## src/design/fssa_pkg.sv

```systemverilog
// ----------------------------------------------------------------------------
// Frame sync symbol averager package
// Shared constants, payload structs and the frame mode type.
// ----------------------------------------------------------------------------
package fssa_pkg;

  // Frame geometry. SAMPLES_PER_SYMBOL must be a power of two, because the
  // symbol average is an arithmetic right shift.
  localparam int HEADER_SAMPLES     = 16;
  localparam int SAMPLES_PER_SYMBOL = 4;
  localparam int SPS_LOG2           = $clog2(SAMPLES_PER_SYMBOL);
  localparam int HEADER_SYMBOLS     = HEADER_SAMPLES / SAMPLES_PER_SYMBOL;
  localparam int HEADER_REM         = HEADER_SAMPLES % SAMPLES_PER_SYMBOL;

  localparam int SAMPLE_W = 16;
  localparam int SUM_W    = SAMPLE_W + SPS_LOG2;
  localparam int COUNT_W  = 12;
  localparam int RUN_W    = $clog2(HEADER_SAMPLES);
  localparam int PHASE_W  = SPS_LOG2;
  localparam int SLOT_W   = (HEADER_SYMBOLS > 1) ? $clog2(HEADER_SYMBOLS) : 1;

  localparam logic [COUNT_W-1:0] SYMBOL_COUNT_RESET = COUNT_W'(30);

  typedef enum logic [1:0] {
    MODE_HUNTING    = 2'd0,
    MODE_COLLECTING = 2'd1,
    MODE_WAITING    = 2'd2
  } mode_t;

  typedef struct packed {
    logic signed [SAMPLE_W-1:0] sample_re;
    logic signed [SAMPLE_W-1:0] sample_im;
    logic                       block_start;
  } sample_t;

  typedef struct packed {
    logic signed [SAMPLE_W-1:0] symbol_re;
    logic signed [SAMPLE_W-1:0] symbol_im;
    logic                       last;
  } symbol_t;

endpackage

```

## src/design/fssa_core.sv

```systemverilog
// ----------------------------------------------------------------------------
// Frame sync symbol averager core
// Input register, header hunt, symbol integration and header symbol burst.
// ----------------------------------------------------------------------------
module fssa_core (
  input  logic                     clk,
  input  logic                     rst,
  input  logic [fssa_pkg::COUNT_W-1:0] symbol_count,
  input  logic                     in_valid,
  output logic                     in_ready,
  input  fssa_pkg::sample_t        in_item,
  output logic                     push,
  output fssa_pkg::symbol_t        push_item,
  input  logic                     push_ok
);
  import fssa_pkg::*;

  typedef logic signed [SUM_W-1:0] sum_t;

  function automatic symbol_t make_symbol(sum_t re, sum_t im, logic fin);
    sum_t    sh_re;
    sum_t    sh_im;
    symbol_t s;
    sh_re       = re >>> SPS_LOG2;
    sh_im       = im >>> SPS_LOG2;
    s.symbol_re = sh_re[SAMPLE_W-1:0];
    s.symbol_im = sh_im[SAMPLE_W-1:0];
    s.last      = fin;
    return s;
  endfunction

  // Input register
  logic        item_valid;
  sample_t     item;

  // Frame state
  mode_t              mode, mode_next;
  logic [RUN_W-1:0]   run_len, run_len_next;
  sum_t               grp_re, grp_re_next;
  sum_t               grp_im, grp_im_next;
  logic [PHASE_W-1:0] phase, phase_next;
  logic [COUNT_W-1:0] sent, sent_next;
  logic               burst_on, burst_on_next;
  logic [SLOT_W-1:0]  burst_idx, burst_idx_next;

  // Header symbol sums, written once per header group before being read.
  sum_t               hdr_re [HEADER_SYMBOLS];
  sum_t               hdr_im [HEADER_SYMBOLS];
  logic               hdr_we;
  logic [SLOT_W-1:0]  hdr_slot;

  logic               fire;
  mode_t              mode_v;
  logic [RUN_W-1:0]   run_v;
  logic [RUN_W-1:0]   slot_full;
  logic [PHASE_W-1:0] phase_v;
  sum_t               grp_re_v, grp_im_v;
  sum_t               acc_re, acc_im;
  sum_t               x_re, x_im;
  logic [COUNT_W-1:0] sent_v, sent_inc, flen;
  logic               fin;
  logic               positive;

  always_comb begin
    fire     = item_valid && !burst_on && push_ok;
    in_ready = !item_valid || fire;

    mode_next      = mode;
    run_len_next   = run_len;
    grp_re_next    = grp_re;
    grp_im_next    = grp_im;
    phase_next     = phase;
    sent_next      = sent;
    burst_on_next  = burst_on;
    burst_idx_next = burst_idx;
    hdr_we         = 1'b0;
    push           = 1'b0;
    push_item      = '0;
    acc_re         = '0;
    acc_im         = '0;

    x_re     = {{SPS_LOG2{item.sample_re[SAMPLE_W-1]}}, item.sample_re};
    x_im     = {{SPS_LOG2{item.sample_im[SAMPLE_W-1]}}, item.sample_im};
    positive = !item.sample_re[SAMPLE_W-1] && (item.sample_re != '0) &&
               !item.sample_im[SAMPLE_W-1] && (item.sample_im != '0);
    flen     = (symbol_count == '0) ? COUNT_W'(1) : symbol_count;

    // A block start clears the frame before the same sample is tested.
    mode_v   = item.block_start ? MODE_HUNTING : mode;
    run_v    = item.block_start ? '0 : run_len;
    phase_v  = item.block_start ? '0 : phase;
    grp_re_v = item.block_start ? '0 : grp_re;
    grp_im_v = item.block_start ? '0 : grp_im;
    sent_v   = item.block_start ? '0 : sent;

    slot_full = run_v >> SPS_LOG2;
    hdr_slot  = slot_full[SLOT_W-1:0];
    sent_inc  = fire ? sent_v + COUNT_W'(1) : sent + COUNT_W'(1);
    fin       = sent_inc >= flen;

    if (fire) begin
      mode_next    = mode_v;
      run_len_next = run_v;
      phase_next   = phase_v;
      grp_re_next  = grp_re_v;
      grp_im_next  = grp_im_v;
      sent_next    = sent_v;
      unique case (mode_v)
        MODE_HUNTING: begin
          if (positive) begin
            // The group accumulator collects each header group; a finished
            // group is stored in its header slot.
            acc_re      = (run_v[PHASE_W-1:0] == '0) ? x_re : grp_re_v + x_re;
            acc_im      = (run_v[PHASE_W-1:0] == '0) ? x_im : grp_im_v + x_im;
            grp_re_next = acc_re;
            grp_im_next = acc_im;
            if ((run_v[PHASE_W-1:0] == PHASE_W'(SAMPLES_PER_SYMBOL - 1)) &&
                (slot_full < RUN_W'(HEADER_SYMBOLS))) begin
              hdr_we = 1'b1;
            end
            if (run_v == RUN_W'(HEADER_SAMPLES - 1)) begin
              run_len_next   = '0;
              sent_next      = '0;
              phase_next     = PHASE_W'(HEADER_REM);
              mode_next      = MODE_COLLECTING;
              burst_on_next  = 1'b1;
              burst_idx_next = '0;
            end else begin
              run_len_next = run_v + RUN_W'(1);
            end
          end else begin
            run_len_next = '0;
          end
        end
        MODE_COLLECTING: begin
          acc_re      = (phase_v == '0) ? x_re : grp_re_v + x_re;
          acc_im      = (phase_v == '0) ? x_im : grp_im_v + x_im;
          grp_re_next = acc_re;
          grp_im_next = acc_im;
          phase_next  = phase_v + PHASE_W'(1);
          if (phase_v == PHASE_W'(SAMPLES_PER_SYMBOL - 1)) begin
            push      = 1'b1;
            push_item = make_symbol(acc_re, acc_im, fin);
            sent_next = sent_inc;
            if (fin) begin
              mode_next = MODE_WAITING;
            end
          end
        end
        MODE_WAITING: begin
        end
        default: begin
          mode_next = MODE_HUNTING;
        end
      endcase
    end else if (burst_on && push_ok) begin
      push      = 1'b1;
      push_item = make_symbol(hdr_re[burst_idx], hdr_im[burst_idx], fin);
      sent_next = sent_inc;
      if (fin) begin
        burst_on_next = 1'b0;
        mode_next     = MODE_WAITING;
      end else if (burst_idx == SLOT_W'(HEADER_SYMBOLS - 1)) begin
        burst_on_next = 1'b0;
      end else begin
        burst_idx_next = burst_idx + SLOT_W'(1);
      end
    end
  end

  always_ff @(posedge clk) begin
    if (rst) begin
      item_valid <= 1'b0;
      mode       <= MODE_HUNTING;
      run_len    <= '0;
      grp_re     <= '0;
      grp_im     <= '0;
      phase      <= '0;
      sent       <= '0;
      burst_on   <= 1'b0;
      burst_idx  <= '0;
    end else begin
      if (in_ready) begin
        item_valid <= in_valid;
      end
      mode      <= mode_next;
      run_len   <= run_len_next;
      grp_re    <= grp_re_next;
      grp_im    <= grp_im_next;
      phase     <= phase_next;
      sent      <= sent_next;
      burst_on  <= burst_on_next;
      burst_idx <= burst_idx_next;
    end
  end

  always_ff @(posedge clk) begin
    if (in_ready && in_valid) begin
      item <= in_item;
    end
    if (hdr_we) begin
      hdr_re[hdr_slot] <= grp_re_next;
      hdr_im[hdr_slot] <= grp_im_next;
    end
  end

endmodule

```

## src/design/fssa_out_buf.sv

```systemverilog
// ----------------------------------------------------------------------------
// Frame sync symbol averager output buffer
// Two-entry register queue that decouples the core from output stalls.
// ----------------------------------------------------------------------------
module fssa_out_buf (
  input  logic              clk,
  input  logic              rst,
  input  logic              push,
  input  fssa_pkg::symbol_t push_item,
  output logic              push_ok,
  output logic              out_valid,
  input  logic              out_ready,
  output fssa_pkg::symbol_t out_item
);
  import fssa_pkg::*;

  symbol_t     entry [2];
  logic        wr_ptr;
  logic        rd_ptr;
  logic [1:0]  count;
  logic        pop;

  always_comb begin
    out_valid = (count != 2'd0);
    pop       = out_valid && out_ready;
    push_ok   = (count != 2'd2) || pop;
    out_item  = entry[rd_ptr];
  end

  always_ff @(posedge clk) begin
    if (rst) begin
      wr_ptr <= 1'b0;
      rd_ptr <= 1'b0;
      count  <= 2'd0;
    end else begin
      if (push) begin
        wr_ptr <= ~wr_ptr;
      end
      if (pop) begin
        rd_ptr <= ~rd_ptr;
      end
      count <= count + {1'b0, push} - {1'b0, pop};
    end
  end

  always_ff @(posedge clk) begin
    if (push) begin
      entry[wr_ptr] <= push_item;
    end
  end

endmodule

```

## src/design/frame_sync_symbol_averager.sv

```systemverilog
// ----------------------------------------------------------------------------
// Frame sync symbol averager
// Hunts for a positive-quadrant header in a complex sample stream, then
// averages each group of samples into one symbol for a configured frame.
// ----------------------------------------------------------------------------
//
//   channel   direction  payload            request accepted when
//   sample    in         fssa_pkg::sample_t sample_valid && sample_ready
//   symbol    out        fssa_pkg::symbol_t symbol_valid && symbol_ready
//   cfg       in         symbol_count       cfg_valid && cfg_ready
//
// One sample request is taken every cycle unless the header burst or a full
// result buffer stalls it; each symbol comes through the input register,
// then the result buffer. When a header completes, the stored header
// symbols are sent one per cycle from the header sum registers while the
// buffer has room, and sample input pauses. Output stalls are absorbed by
// a two-entry result buffer before they reach the sample side. rst is
// synchronous and clears all control state; symbol_count returns to 30.
//
module frame_sync_symbol_averager (
  input  logic                         clk,
  input  logic                         rst,
  input  logic                         sample_valid,
  output logic                         sample_ready,
  input  fssa_pkg::sample_t            sample,
  output logic                         symbol_valid,
  input  logic                         symbol_ready,
  output fssa_pkg::symbol_t            symbol,
  input  logic                         cfg_valid,
  output logic                         cfg_ready,
  input  logic [fssa_pkg::COUNT_W-1:0] cfg_data
);
  import fssa_pkg::*;

  // Number of symbols per detected frame. Zero behaves as one.
  logic [COUNT_W-1:0] symbol_count;

  logic    push;
  logic    push_ok;
  symbol_t push_item;

  // The register port never stalls.
  assign cfg_ready = 1'b1;

  always_ff @(posedge clk) begin
    if (rst) begin
      symbol_count <= SYMBOL_COUNT_RESET;
    end else if (cfg_valid && cfg_ready) begin
      symbol_count <= cfg_data;
    end
  end

  // Header hunt, symbol integration and the header burst sequencer.
  fssa_core u_core (
    .clk          (clk),
    .rst          (rst),
    .symbol_count (symbol_count),
    .in_valid     (sample_valid),
    .in_ready     (sample_ready),
    .in_item      (sample),
    .push         (push),
    .push_item    (push_item),
    .push_ok      (push_ok)
  );

  // Result buffer between the core and the symbol channel.
  fssa_out_buf u_out_buf (
    .clk       (clk),
    .rst       (rst),
    .push      (push),
    .push_item (push_item),
    .push_ok   (push_ok),
    .out_valid (symbol_valid),
    .out_ready (symbol_ready),
    .out_item  (symbol)
  );

endmodule

```

## config.mk

```make
export PLATFORM = sky130hd
export DESIGN_NAME = frame_sync_symbol_averager
export DESIGN_NICKNAME = d
export VERILOG_FILES = /design/src/design/fssa_pkg.sv /design/src/design/fssa_core.sv /design/src/design/fssa_out_buf.sv /design/src/design/frame_sync_symbol_averager.sv
export SDC_FILE = /design/constraint.sdc
export NUM_CORES = 1
export LEC_CHECK = 0
export BUFFER_PORTS_ARGS = -buffer_cell sky130_fd_sc_hd__clkbuf_2
export CORE_AREA = 8 8 172 174
export DETAILED_ROUTE_END_ITERATION = 10
export DIE_AREA = 0 0 180 182
export GPL_ROUTABILITY_DRIVEN = 1
export GPL_TIMING_DRIVEN = 0
export PLACE_DENSITY = 0.77
export SLEW_MARGIN = 10
export SYNTH_ARGS = -nofsm -noshare
export SYNTH_HDL_FRONTEND = slang
export SYNTH_SLANG_ARGS = --single-unit
```

## constraint.sdc

```tcl
create_clock -name clk -period 8.3 [get_ports clk]
set_input_delay 1.245 -clock clk [delete_from_list [all_inputs] [get_ports clk]]
set_output_delay 1.245 -clock clk [all_outputs]
set_load 0.01 [all_outputs]
```

# Word-level counts from Yosys, hierarchy flattened
# Memories as Yosys holds them, arrays and structs flattened. A register that Yosys moved wholly into a read port is not among the register bits.
# Cells that the tools add are included.
# classes
n_addsub	9
magnitude_cmp	2
n_eq_ne	12
mux	74
n_bitwise	2
n_reduce_logical	28
# ops
operator	n
two-way mux 18 bit	10
two-way mux 33 bit	4
two-way mux 12 bit	8
one-hot mux 18 bit (2 select lines)	2
two-way mux 2 bit	22
adder 18 x 16 -> 18 bit	2
nonzero test 16 bit	2
adder 12 x 1 -> 12 bit, second input constant	2
one-hot mux 12 bit (2 select lines)	1
two-way mux 1 bit	21
two-way mux 4 bit	4
greater-or-equal comparator 12 bit	1
logical NOT 12 bit	1
logical AND 1 bit	9
equality test 2 bit, second input constant	4
inequality test 2 bit, second input constant	4
logical NOT 2 bit	3
one-hot mux 2 bit (3 select lines)	1
AND reduction 6 bit	1
nonzero test 2 bit	3
AND reduction 5 bit	1
adder 2 x 1 -> 2 bit, second input constant	2
adder 4 x 1 -> 4 bit, second input constant	1
equality test 4 bit, second input constant	1
11 further kinds	17
# word_totals
ff_bits	109
mem_bits_rw	210
inputBits	50
output_inout_bits	36
elab_cells	146
n_memories	3
# memory_table
memory	words	width	read_ports	rd_ports_with_merged_regs	write_ports	line_no	source
u_core.hdr_im	4	18	1	1	1	fssa_core.sv:48	sum_t hdr_im [HEADER_SYMBOLS];
u_core.hdr_re	4	18	1	1	1	fssa_core.sv:47	sum_t hdr_re [HEADER_SYMBOLS];
u_out_buf.entry	2	33	1	1	1	fssa_out_buf.sv:17	symbol_t entry [2];

# Logic depth before layout (Yosys ltp)
# Gate-level depths: netlist (run 1).
# depth
ltp_word	11
depth_mapped	17

# By module
# From an unflattened synthesis (run 1), not the netlist that was laid out.
# hier_totals
cells_unflattened	1284
area_unflattened_um2	15250.9
# by_module_without_submodules
module	n_inst	cells_per_inst	area_per_inst_um2
fssa_core	1	1116	12142.9
fssa_out_buf	1	127	2650.0
frame_sync_symbol_averager	1	41	457.9

# Worst setup path after synthesis (run 1)
# OpenSTA, ideal clock, no wires.
# synth_timing
path_type	input to register
startpoint	input symbol_ready
endpoint	memory u_core.hdr_im[2][10] (netlist bit), enable pin
arrival_ns	5.293
path_slack_ns	2.506
path_stages	6
path_buffers	3
cell_sequence	nor3b_1 or3_1 clkbuf_1 buf_8 buf_12 nor4_1
# synth_between
elab_chain_len	6
# synth_lines
element	line_no	source
start, declared	frame_sync_symbol_averager.sv:27	input logic symbol_ready,
logical AND 1 bit	fssa_out_buf.sv:25	pop = out_valid && out_ready;
logical OR 1 bit	fssa_out_buf.sv:26	push_ok = (count != 2'd2) || pop;
logical AND 1 bit	fssa_core.sv:65	fire = item_valid && !burst_on && push_ok;
two-way mux 1 bit	fssa_core.sv:101	if (fire) begin
two-way mux 1 bit	fssa_core.sv:201	if (hdr_we) begin
two-way mux 1 bit (implied by the code)	fssa_core.sv:203	hdr_im[hdr_slot] <= grp_im_next;
end, declared	fssa_core.sv:48	
# No other way between the ends.

# Worst setup path after layout (run 1)
# layout_timing
startpoint	register u_core.item[0] (netlist bit)
endpoint	register u_core.grp_re[8]
# layout_between
elab_chain_len	6
# layout_lines
element	line_no	source
start, declared	fssa_core.sv:34	sample_t item;
start signal, assigned	fssa_core.sv:199	item <= in_item;
two-way mux 18 bit or two-way mux 4 bit (tied branches)	fssa_core.sv:92, fssa_core.sv:90	
adder 18 x 16 -> 18 bit or logical NOT 2 bit (tied branches)	fssa_core.sv:113, fssa_core.sv:136	
two-way mux 18 bit	fssa_core.sv:113	acc_re = (run_v[PHASE_W-1:0] == '0) ? x_re : grp_re_v + x_re;
two-way mux 18 bit	fssa_core.sv:110	if (positive) begin
one-hot mux 18 bit (2 select lines) (*)	fssa_core.sv:108	unique case (mode_v)
two-way mux 18 bit (*)	fssa_core.sv:101	
named net u_core.grp_re_next[8]	fssa_core.sv:39	sum_t grp_re, grp_re_next;
end signal, assigned	fssa_core.sv:188	grp_re <= grp_re_next;
end, declared	fssa_core.sv:39	
# Mark *: on every way through the listed nets, which the timed path passes. The rest lies on a longest branch.
# A chain may end at the register's enable or synchronous reset.

==> impl_metrics.py, run 1 <==
metrics = {
    "detailed_routing": {
        "drtIter0Drc": 1321,
        "viasPerCell": 6.74,
        "vias": 12700,
        "avgRoutedWirePerCell_um": 25.8,
        "first_pass_iters": 7,
        "ant_nets": 0,
        "drt_wl_total_um": 48600,
        "drc_errors": 0,
    },
    "yosys": {
        "netlist_area_um2": 15700,
        "yosys.area_share.simple": 0.134,
        "yosysWarnings": 0,
        "synth_compound_area_frac": 0.162,
        "synthAdderAreaFrac": 0.0439,
        "async_flop_share": 0,
        "synthFlopType": "edfxtp_1",
        "synth_top_family_by_area": "compound AO/OA/AOI/OAI gates",
        "ys_seq_area_frac": 0.533,
        "ys_ff_latch": 306,
        "synth_mux_area_frac": 0.0821,
        "syn_nets": 1489,
        "synth_cell_types": 91,
        "synth_edf_count": 227,
        "synthCells": 1385,
        "syn_area_per_cell_um2": 11.4,
        "synth_xor_xnor_area_share": 0.0161,
    },
    "worst_setup_path": {
        "crit_fanout": 10,
        "r2r_start": "u_core.item[0]$_DFFE_PP_",
        "crit_required_ns": 8.71,
        "rrSetupSlack_ns": 2.54,
        "crit_type": "reg -> reg",
        "crit_arrival_ns": 6.16,
        "timing.rr.end": "u_core.grp_re[8]$_SDFF_PP0_",
        "end_kind": "register",
        "critPathLaunchType": "register",
        "r2r_cells": 15,
    },
    "floorplan": {
        "dieArea_um2": 32800,
        "initial_core_util": 0.591,
        "die_w_um": 180,
        "die_h_um": 182,
        "num_rows": 60,
        "io_pins": 86,
        "core_um2": 26700,
    },
    "global_route": {
        "grt_pass1_vias": 12400,
        "grt_pass1_wl_um": 73100,
        "grt_max_degree": 32,
        "antenna_found_initial": 0,
        "overflow": 0,
        "grtUsageTotal": 0.289,
    },
    "finish": {
        "nets": 1621,
        "drive_above_1_share": 0.162,
        "synthToLayoutAreaGrowth_pct": 13.6,
        "diodes": 0,
        "finalNonFillerCells": 1883,
        "fillers": 2003,
        "final_area_um2": 17900,
    },
    "clock_network": {
        "clk_pin_slew_worst_paths_ns": 0.06,
        "postCtsSetupRepairBufs": 0,
        "clock_sinks": 306,
        "clockBufferDepth": 3,
        "cts_made_buffers": 34,
        "clk_latency_ns": 0.52,
        "hold_buffers": 0,
        "cts.repair.resized": 0,
        "cts-root-buf": "clkbuf_16",
        "cts_tree": "built",
        "htreeDepth": 2,
    },
    "timing": {
        "finClkSkew_ns": 0.0179,
        "hold_violations": 0,
        "finalCriticalPeriod_ns": 5.76,
        "setup_viol": 0,
        "fin_crit_sh": 0.693,
        "finalMaxSlewViolations": 0,
        "worstMarginPinSlew_ns": 1.17,
        "rsz0062_at_grt": "false",
        "timing.slew.headroom": 0.221,
        "fmax_ghz": 0.174,
    },
    "power_and_ir_drop": {
        "power.density_nw_per_um2": 205,
        "vdd_ir_drop_max_mv": 0.156,
        "p_leak_nw": 6.55,
    },
    "place": {
        "hpwl_um": 35000,
        "place_inst": 1822,
        "port_buffers": 82,
        "gp_congestion": 0.979,
        "placed_area_um2": 16800,
    },
    "run": {
        "max_cap_violations": 0,
    },
    "outcome": {
        "run_status": "finished, final reports clean",
    },
    "hold_path": {
        "hold_path.class": "reg -> reg",
        "worstHoldPathCells": 2,
    },
}
-- cell usage after synthesis, drive strengths merged, types with 9 or more instances --
cell / n / area [um2]
o211ai: 16 / 120
dfxtp: 79 / 1580
nand4: 9 / 56.3
nor2: 107 / 402
a31oi: 10 / 62.6
xnor2: 14 / 123
nor2b: 43 / 269
and3: 17 / 108
nor4: 14 / 100
mux4: 32 / 721
edfxtp: 227 / 6820
ha: 52 / 651
nand2: 111 / 417
o22ai: 9 / 56.3
a221oi: 15 / 131
nand3: 23 / 125
nor3: 21 / 110
a21oi: 91 / 463
a211oi: 22 / 170
mux2i: 19 / 190
clkbuf: 62 / 253
a32oi: 11 / 96.3
buf: 13 / 87.6
o21a: 12 / 90.1
a21o: 15 / 113
a22oi: 10 / 75.1
a22o: 13 / 114
inv: 28 / 105
xor2: 15 / 131
mux2: 34 / 383
nand2b: 9 / 56.3
o31ai: 11 / 87.6
and2: 31 / 194
o21ai: 97 / 485
-- kinds of logic (layout without fill, tap and decap cells) --
logic type,count (synthesis),count (layout)
simple gates,419,419
compound gates,387,387
flops,306,306
buf+inv,104,261
mux,85,85
fa+ha+maj,54,54
xor+xnor,29,29
other cells,1,1
-- how the worst max path moves through the flow --
stage	from	to	cells after the start
2_1_floorplan	symbol_ready	u_core.hdr_im[2][10]$_DFFE_PP_	6
3_3_place_gp	symbol_ready	u_core.hdr_re[2][9]$_DFFE_PP_	7
3_5_place_dp	u_core.item[0]$_DFFE_PP_	u_core.grp_re[8]$_SDFF_PP0_	15
4_1_cts	u_core.item[0]$_DFFE_PP_	u_core.grp_re[8]$_SDFF_PP0_	15
5_1_grt	u_core.item[0]$_DFFE_PP_	u_core.grp_re[8]$_SDFF_PP0_	15
6_report	u_core.item[0]$_DFFE_PP_	u_core.grp_re[8]$_SDFF_PP0_	15
-- registers in the layout, summed over array words and instances (netlist names), 2 cells and up, named ones only --
signal            cells
u_core.hdr_im        64
symbol_count         12
u_core.run_len        4
u_core.mode           2
u_core.grp_im        16
u_core.item          33
u_out_buf.count       2
u_core.grp_re        16
u_core.phase          2
u_core.burst_idx      2
u_core.hdr_re        64
u_out_buf.entry      66
u_core.sent          12
-- cell usage in the layout, fill, tap and decap left out, types with 21 or more instances in the layout --
master / count
a211oi_1: 21
a21oi_1: 88
and2_1: 29
clkbuf_1: 66
clkbuf_16: 35
clkbuf_2: 82
dfxtp_1: 79
edfxtp_1: 227
ha_1: 52
inv_1: 26
mux2_2: 34
mux4_2: 32
nand2_1: 111
nand3_1: 21
nor2_1: 106
nor2b_1: 43
o21ai_0: 47
o21ai_1: 50
-- routing by layer --
metal,track usage,vias to the layer above,routed length (um)
li1,-,5580,-
met1,0.372,6082,18800
met2,0.461,824,21800
met3,0.0537,197,5020
met4,0.155,0,2920
met5,0,-,0
-- final cells by class --
class	instances	area, um2	area share
sequential	306	8400	0.470
multi-input combinational	975	6940	0.388
clock buffer	43	926	0.0518
timing repair buffer	96	587	0.0328
tap	341	427	0.0239
buffer	75	340	0.0190
clock inverter	18	161	0.00903
inverter	29	109	0.00609
-- power breakdown --
group	switching (mW)	internal [mW]
combinational	0.312	0.161
sequential	0.0315	1.69
clock	0.611	0.857
total	0.955	2.71
-- worst max-delay path: stages, from the launching register on --
cell and delay (ns):
edfxtp_1 0.31, buf_2 0.28, buf_1 0.67, clkbuf_1 0.79, clkbuf_1 0.72, nor2b_1 0.11, ha_1 0.25, fa_1 0.46
a211oi_1 0.31, o21ai_1 0.17, a21o_1 0.20, a211oi_1 0.33, nor3_1 0.08, a21oi_1 0.33, o221ai_1 0.37, and2_1 0.27
-- per-stage QoR --
stage | total power, mW | utilization | setup TNS (ns) | hold slack (ns) | setup slack, ns
after floorplan | 2.04 | - | 0 | 0.447 | 2.51
after global placement | 2.19 | 0.622 | -22.08 | 0.457 | -0.693
after detailed placement | 2.21 | 0.630 | 0 | 0.471 | 2.79
after CTS | 3.65 | 0.671 | 0 | 0.480 | 2.78
after global routing | 3.76 | 0.671 | 0 | 0.509 | 2.47
final | 3.66 | 0.671 | 0 | 0.481 | 2.54
Note: power is estimated with default switching activity, not from simulation.
==> run 2, diff against run 1 <==
--- a/config.mk
+++ b/config.mk
@@ -6,12 +6,12 @@
 export NUM_CORES = 1
 export LEC_CHECK = 0
 export BUFFER_PORTS_ARGS = -buffer_cell sky130_fd_sc_hd__clkbuf_2
-export CORE_AREA = 8 8 172 174
+export CORE_AREA = 8 8 177 179
 export DETAILED_ROUTE_END_ITERATION = 10
-export DIE_AREA = 0 0 180 182
+export DIE_AREA = 0 0 185 187
 export GPL_ROUTABILITY_DRIVEN = 1
 export GPL_TIMING_DRIVEN = 0
-export PLACE_DENSITY = 0.77
+export PLACE_DENSITY = 0.76
 export SLEW_MARGIN = 10
 export SYNTH_ARGS = -nofsm -noshare
 export SYNTH_HDL_FRONTEND = slang
==> constraint.sdc (replaced) <==
create_clock -name clk -period 5.19 [get_ports clk]
set_input_delay 0.7785 -clock clk [delete_from_list [all_inputs] [get_ports clk]]
set_output_delay 0.7785 -clock clk [all_outputs]
set_load 0.01 [all_outputs]
==> impl_metrics.py, run 2 (synthesized netlist as in run 1, its figures left out) <==
metrics = {
    "finish": {
        "synthToLayoutAreaGrowth_pct": 14.1,
        "largest_reg_flops": 66,
        "finalNonFillerCells": 1925,
        "nets": 1620,
        "utilization": 0.633,
        "diodes": 0,
        "drive_above_1_share": 0.162,
        "largest-register": "u_out_buf.entry",
        "largestRegisters": "u_out_buf.entry (66), u_core.hdr_im (64), u_core.hdr_re (64)",
        "final_common_cell": "edfxtp_1",
        "fillers": 2309,
        "layout_common_cells": "edfxtp_1 (227), nand2_1 (111), nor2_1 (106)",
    },
    "clock_network": {
        "clock_sinks": 306,
        "htreeDepth": 2,
        "clockBufferDepth": 3,
        "clk_pin_slew_worst_paths_ns": 0.06,
        "cts_made_buffers": 34,
        "clk_latency_ns": 0.52,
        "hold_buffers": 0,
        "cts-root-buf": "clkbuf_16",
        "postCtsSetupRepairBufs": 0,
        "cts_tree": "built",
    },
    "power_and_ir_drop": {
        "clkPwrFrac": 0.404,
        "power.share.sequential": 0.467,
        "p_leak_nw": 6.53,
        "p_comb_frac": 0.130,
        "power.density_nw_per_um2": 328,
        "vdd_ir_drop_max_mv": 0.306,
        "cell_internal_pwr_mw": 4.37,
        "switchingPower_mw": 1.52,
        "p_sw_frac": 0.257,
    },
    "detailed_routing": {
        "drc_errors": 0,
        "first_pass_iters": 6,
        "avgRoutedWirePerCell_um": 25.7,
        "drt_wl_total_um": 49400,
        "ant_nets": 0,
        "drtIter0Drc": 1616,
        "vias": 12500,
        "viasPerCell": 6.48,
    },
    "worst_setup_path": {
        "rrSetupSlack_ns": 0.08,
        "crit_fanout": 10,
        "critPathLaunchType": "register",
        "r2r_start": "u_core.item[0]$_DFFE_PP_",
        "crit_top_cell": "clkbuf_1",
        "crit_slowest_cell": "buf_1",
        "slowest_delay_ns": 0.88,
        "crit_path_cell_trace": "buf_2 -> inv_2 -> clkbuf_1 -> nand2_1 -> ha_1 -> clkbuf_1 -> clkbuf_1 -> clkbuf_1 -> buf_1 -> mux2i_1 -> o21ai_1",
        "critical_path.top_delay_family": "buffers and inverters",
        "r2r_cells": 11,
        "cp_num_cells": 11,
        "crit_required_ns": 5.42,
        "crit_type": "reg -> reg",
        "end_kind": "register",
        "timing.rr.end": "u_out_buf.entry[1][3]$_DFFE_PP_",
        "cp.buffers_inverters": 7,
        "crit_arrival_ns": 5.34,
    },
    "place": {
        "gp_congestion": 1.00,
        "place_inst": 1864,
        "hpwl_um": 35100,
        "port_buffers": 82,
    },
    "hold_path": {
        "worstHoldPathCells": 1,
        "min_from": "sample[24]",
        "hold_path.class": "in -> reg",
        "holdPathEnd": "u_core.item[24]$_DFFE_PP_",
    },
    "floorplan": {
        "num_rows": 62,
        "dieArea_um2": 34600,
        "io_pins": 86,
        "die_h_um": 187,
        "core_um2": 28400,
        "initial_core_util": 0.555,
        "die_w_um": 185,
    },
    "timing": {
        "worstMarginPinSlew_ns": 1.24,
        "finalMaxSlewViolations": 0,
        "finalCriticalPeriod_ns": 5.11,
        "fmax_ghz": 0.196,
        "hold_ws_ns": 0.428,
        "timing.slew.headroom": 0.174,
        "fin_crit_sh": 0.984,
        "setup_viol": 0,
        "hold_violations": 0,
        "finClkSkew_ns": 0.0212,
        "tns_ns": 0,
        "rsz0062_at_grt": "false",
    },
    "global_route": {
        "antenna_found_initial": 3,
        "grt_pass1_vias": 12000,
        "grt_pass1_wl_um": 73100,
        "grtUsageTotal": 0.280,
        "overflow": 0,
        "grt_max_degree": 33,
    },
    "run": {
        "max_cap_violations": 0,
    },
    "outcome": {
        "run_status": "finished, final reports clean",
    },
}
-- run 2: cell types whose count changed in the layout (fill, tap and decap cells not counted), sizes merged --
cell / previous run / this run
clkinv: 15 / 4
clkbuf: 187 / 194
buf: 27 / 25
clkinvlp: 2 / 4
inv: 28 / 30
bufinv: 2 / 3
-- run 2: stage by stage --
| step | worst slack (ns) | cell area [um2] | power (mW) |
|---|---|---|---|
| 2_1_floorplan | 0.803 | 15800 | 3.26 |
| 3_5_place_dp | -0.238 | 16900 | 3.53 |
| 3_3_place_gp | -1.77 | 16600 | 3.52 |
| 4_1_cts | 0.0667 | 18000 | 5.89 |
| 5_1_grt | 0.128 | 18000 | 6.05 |
| 6_report | 0.0842 | 18000 | 5.89 |
-- run 2: worst max path at each step --
| stage | from | to | slack, ns |
|---|---|---|---|
| 2_1_floorplan | symbol_ready | u_core.hdr_im[3][10]$_DFFE_PP_ | 0.80 |
| 3_3_place_gp | symbol_ready | u_core.hdr_re[3][15]$_DFFE_PP_ | -1.77 |
| 3_5_place_dp | u_core.item[0]$_DFFE_PP_ | u_out_buf.entry[1][32]$_DFFE_PP_ | -0.24 |
| 4_1_cts | u_core.item[0]$_DFFE_PP_ | u_core.hdr_im[0][14]$_DFFE_PP_ | 0.07 |
| 5_1_grt | u_core.item[0]$_DFFE_PP_ | u_core.hdr_im[1][6]$_DFFE_PP_ | 0.13 |
| 6_report | u_core.item[0]$_DFFE_PP_ | u_out_buf.entry[1][3]$_DFFE_PP_ | 0.08 |
-- run 2: power by group through the flow --
stage	clock (mW)	sequential [mW]	combinational (mW)
floorplan	0	2.78	0.482
global placement	0	2.80	0.720
detailed placement	0	2.80	0.737
CTS	2.40	2.75	0.744
global route	2.49	2.75	0.810
finish	2.38	2.75	0.764
-- run 2: metal layers --
metal  share of wire  global-route usage  wire length (um)
met1            0.41               0.376             20200
met2            0.45               0.441             22400
met3           0.098              0.0612              4840
met4           0.041               0.104              2030
met5         0.00055                   0                27
-- run 2: repair_timing --
action / CTS / global route
pin swaps: 0 / 0
gates resized for setup: 3 / 2
endpoints found under the setup margin: 91 / 53
gates cloned: 0 / 0
-- run 2: area by class of cell --
cell class	instances	area, um2	share of cell area
plain buffers	75	344	0.0192
clock buffers	49	938	0.0522
clock inverters	12	150	0.00836
inverters	29	109	0.00606
multi-input cells	975	6950	0.387
flip-flops and latches	306	8400	0.467
well taps	384	480	0.0267
repair buffers	95	597	0.0332
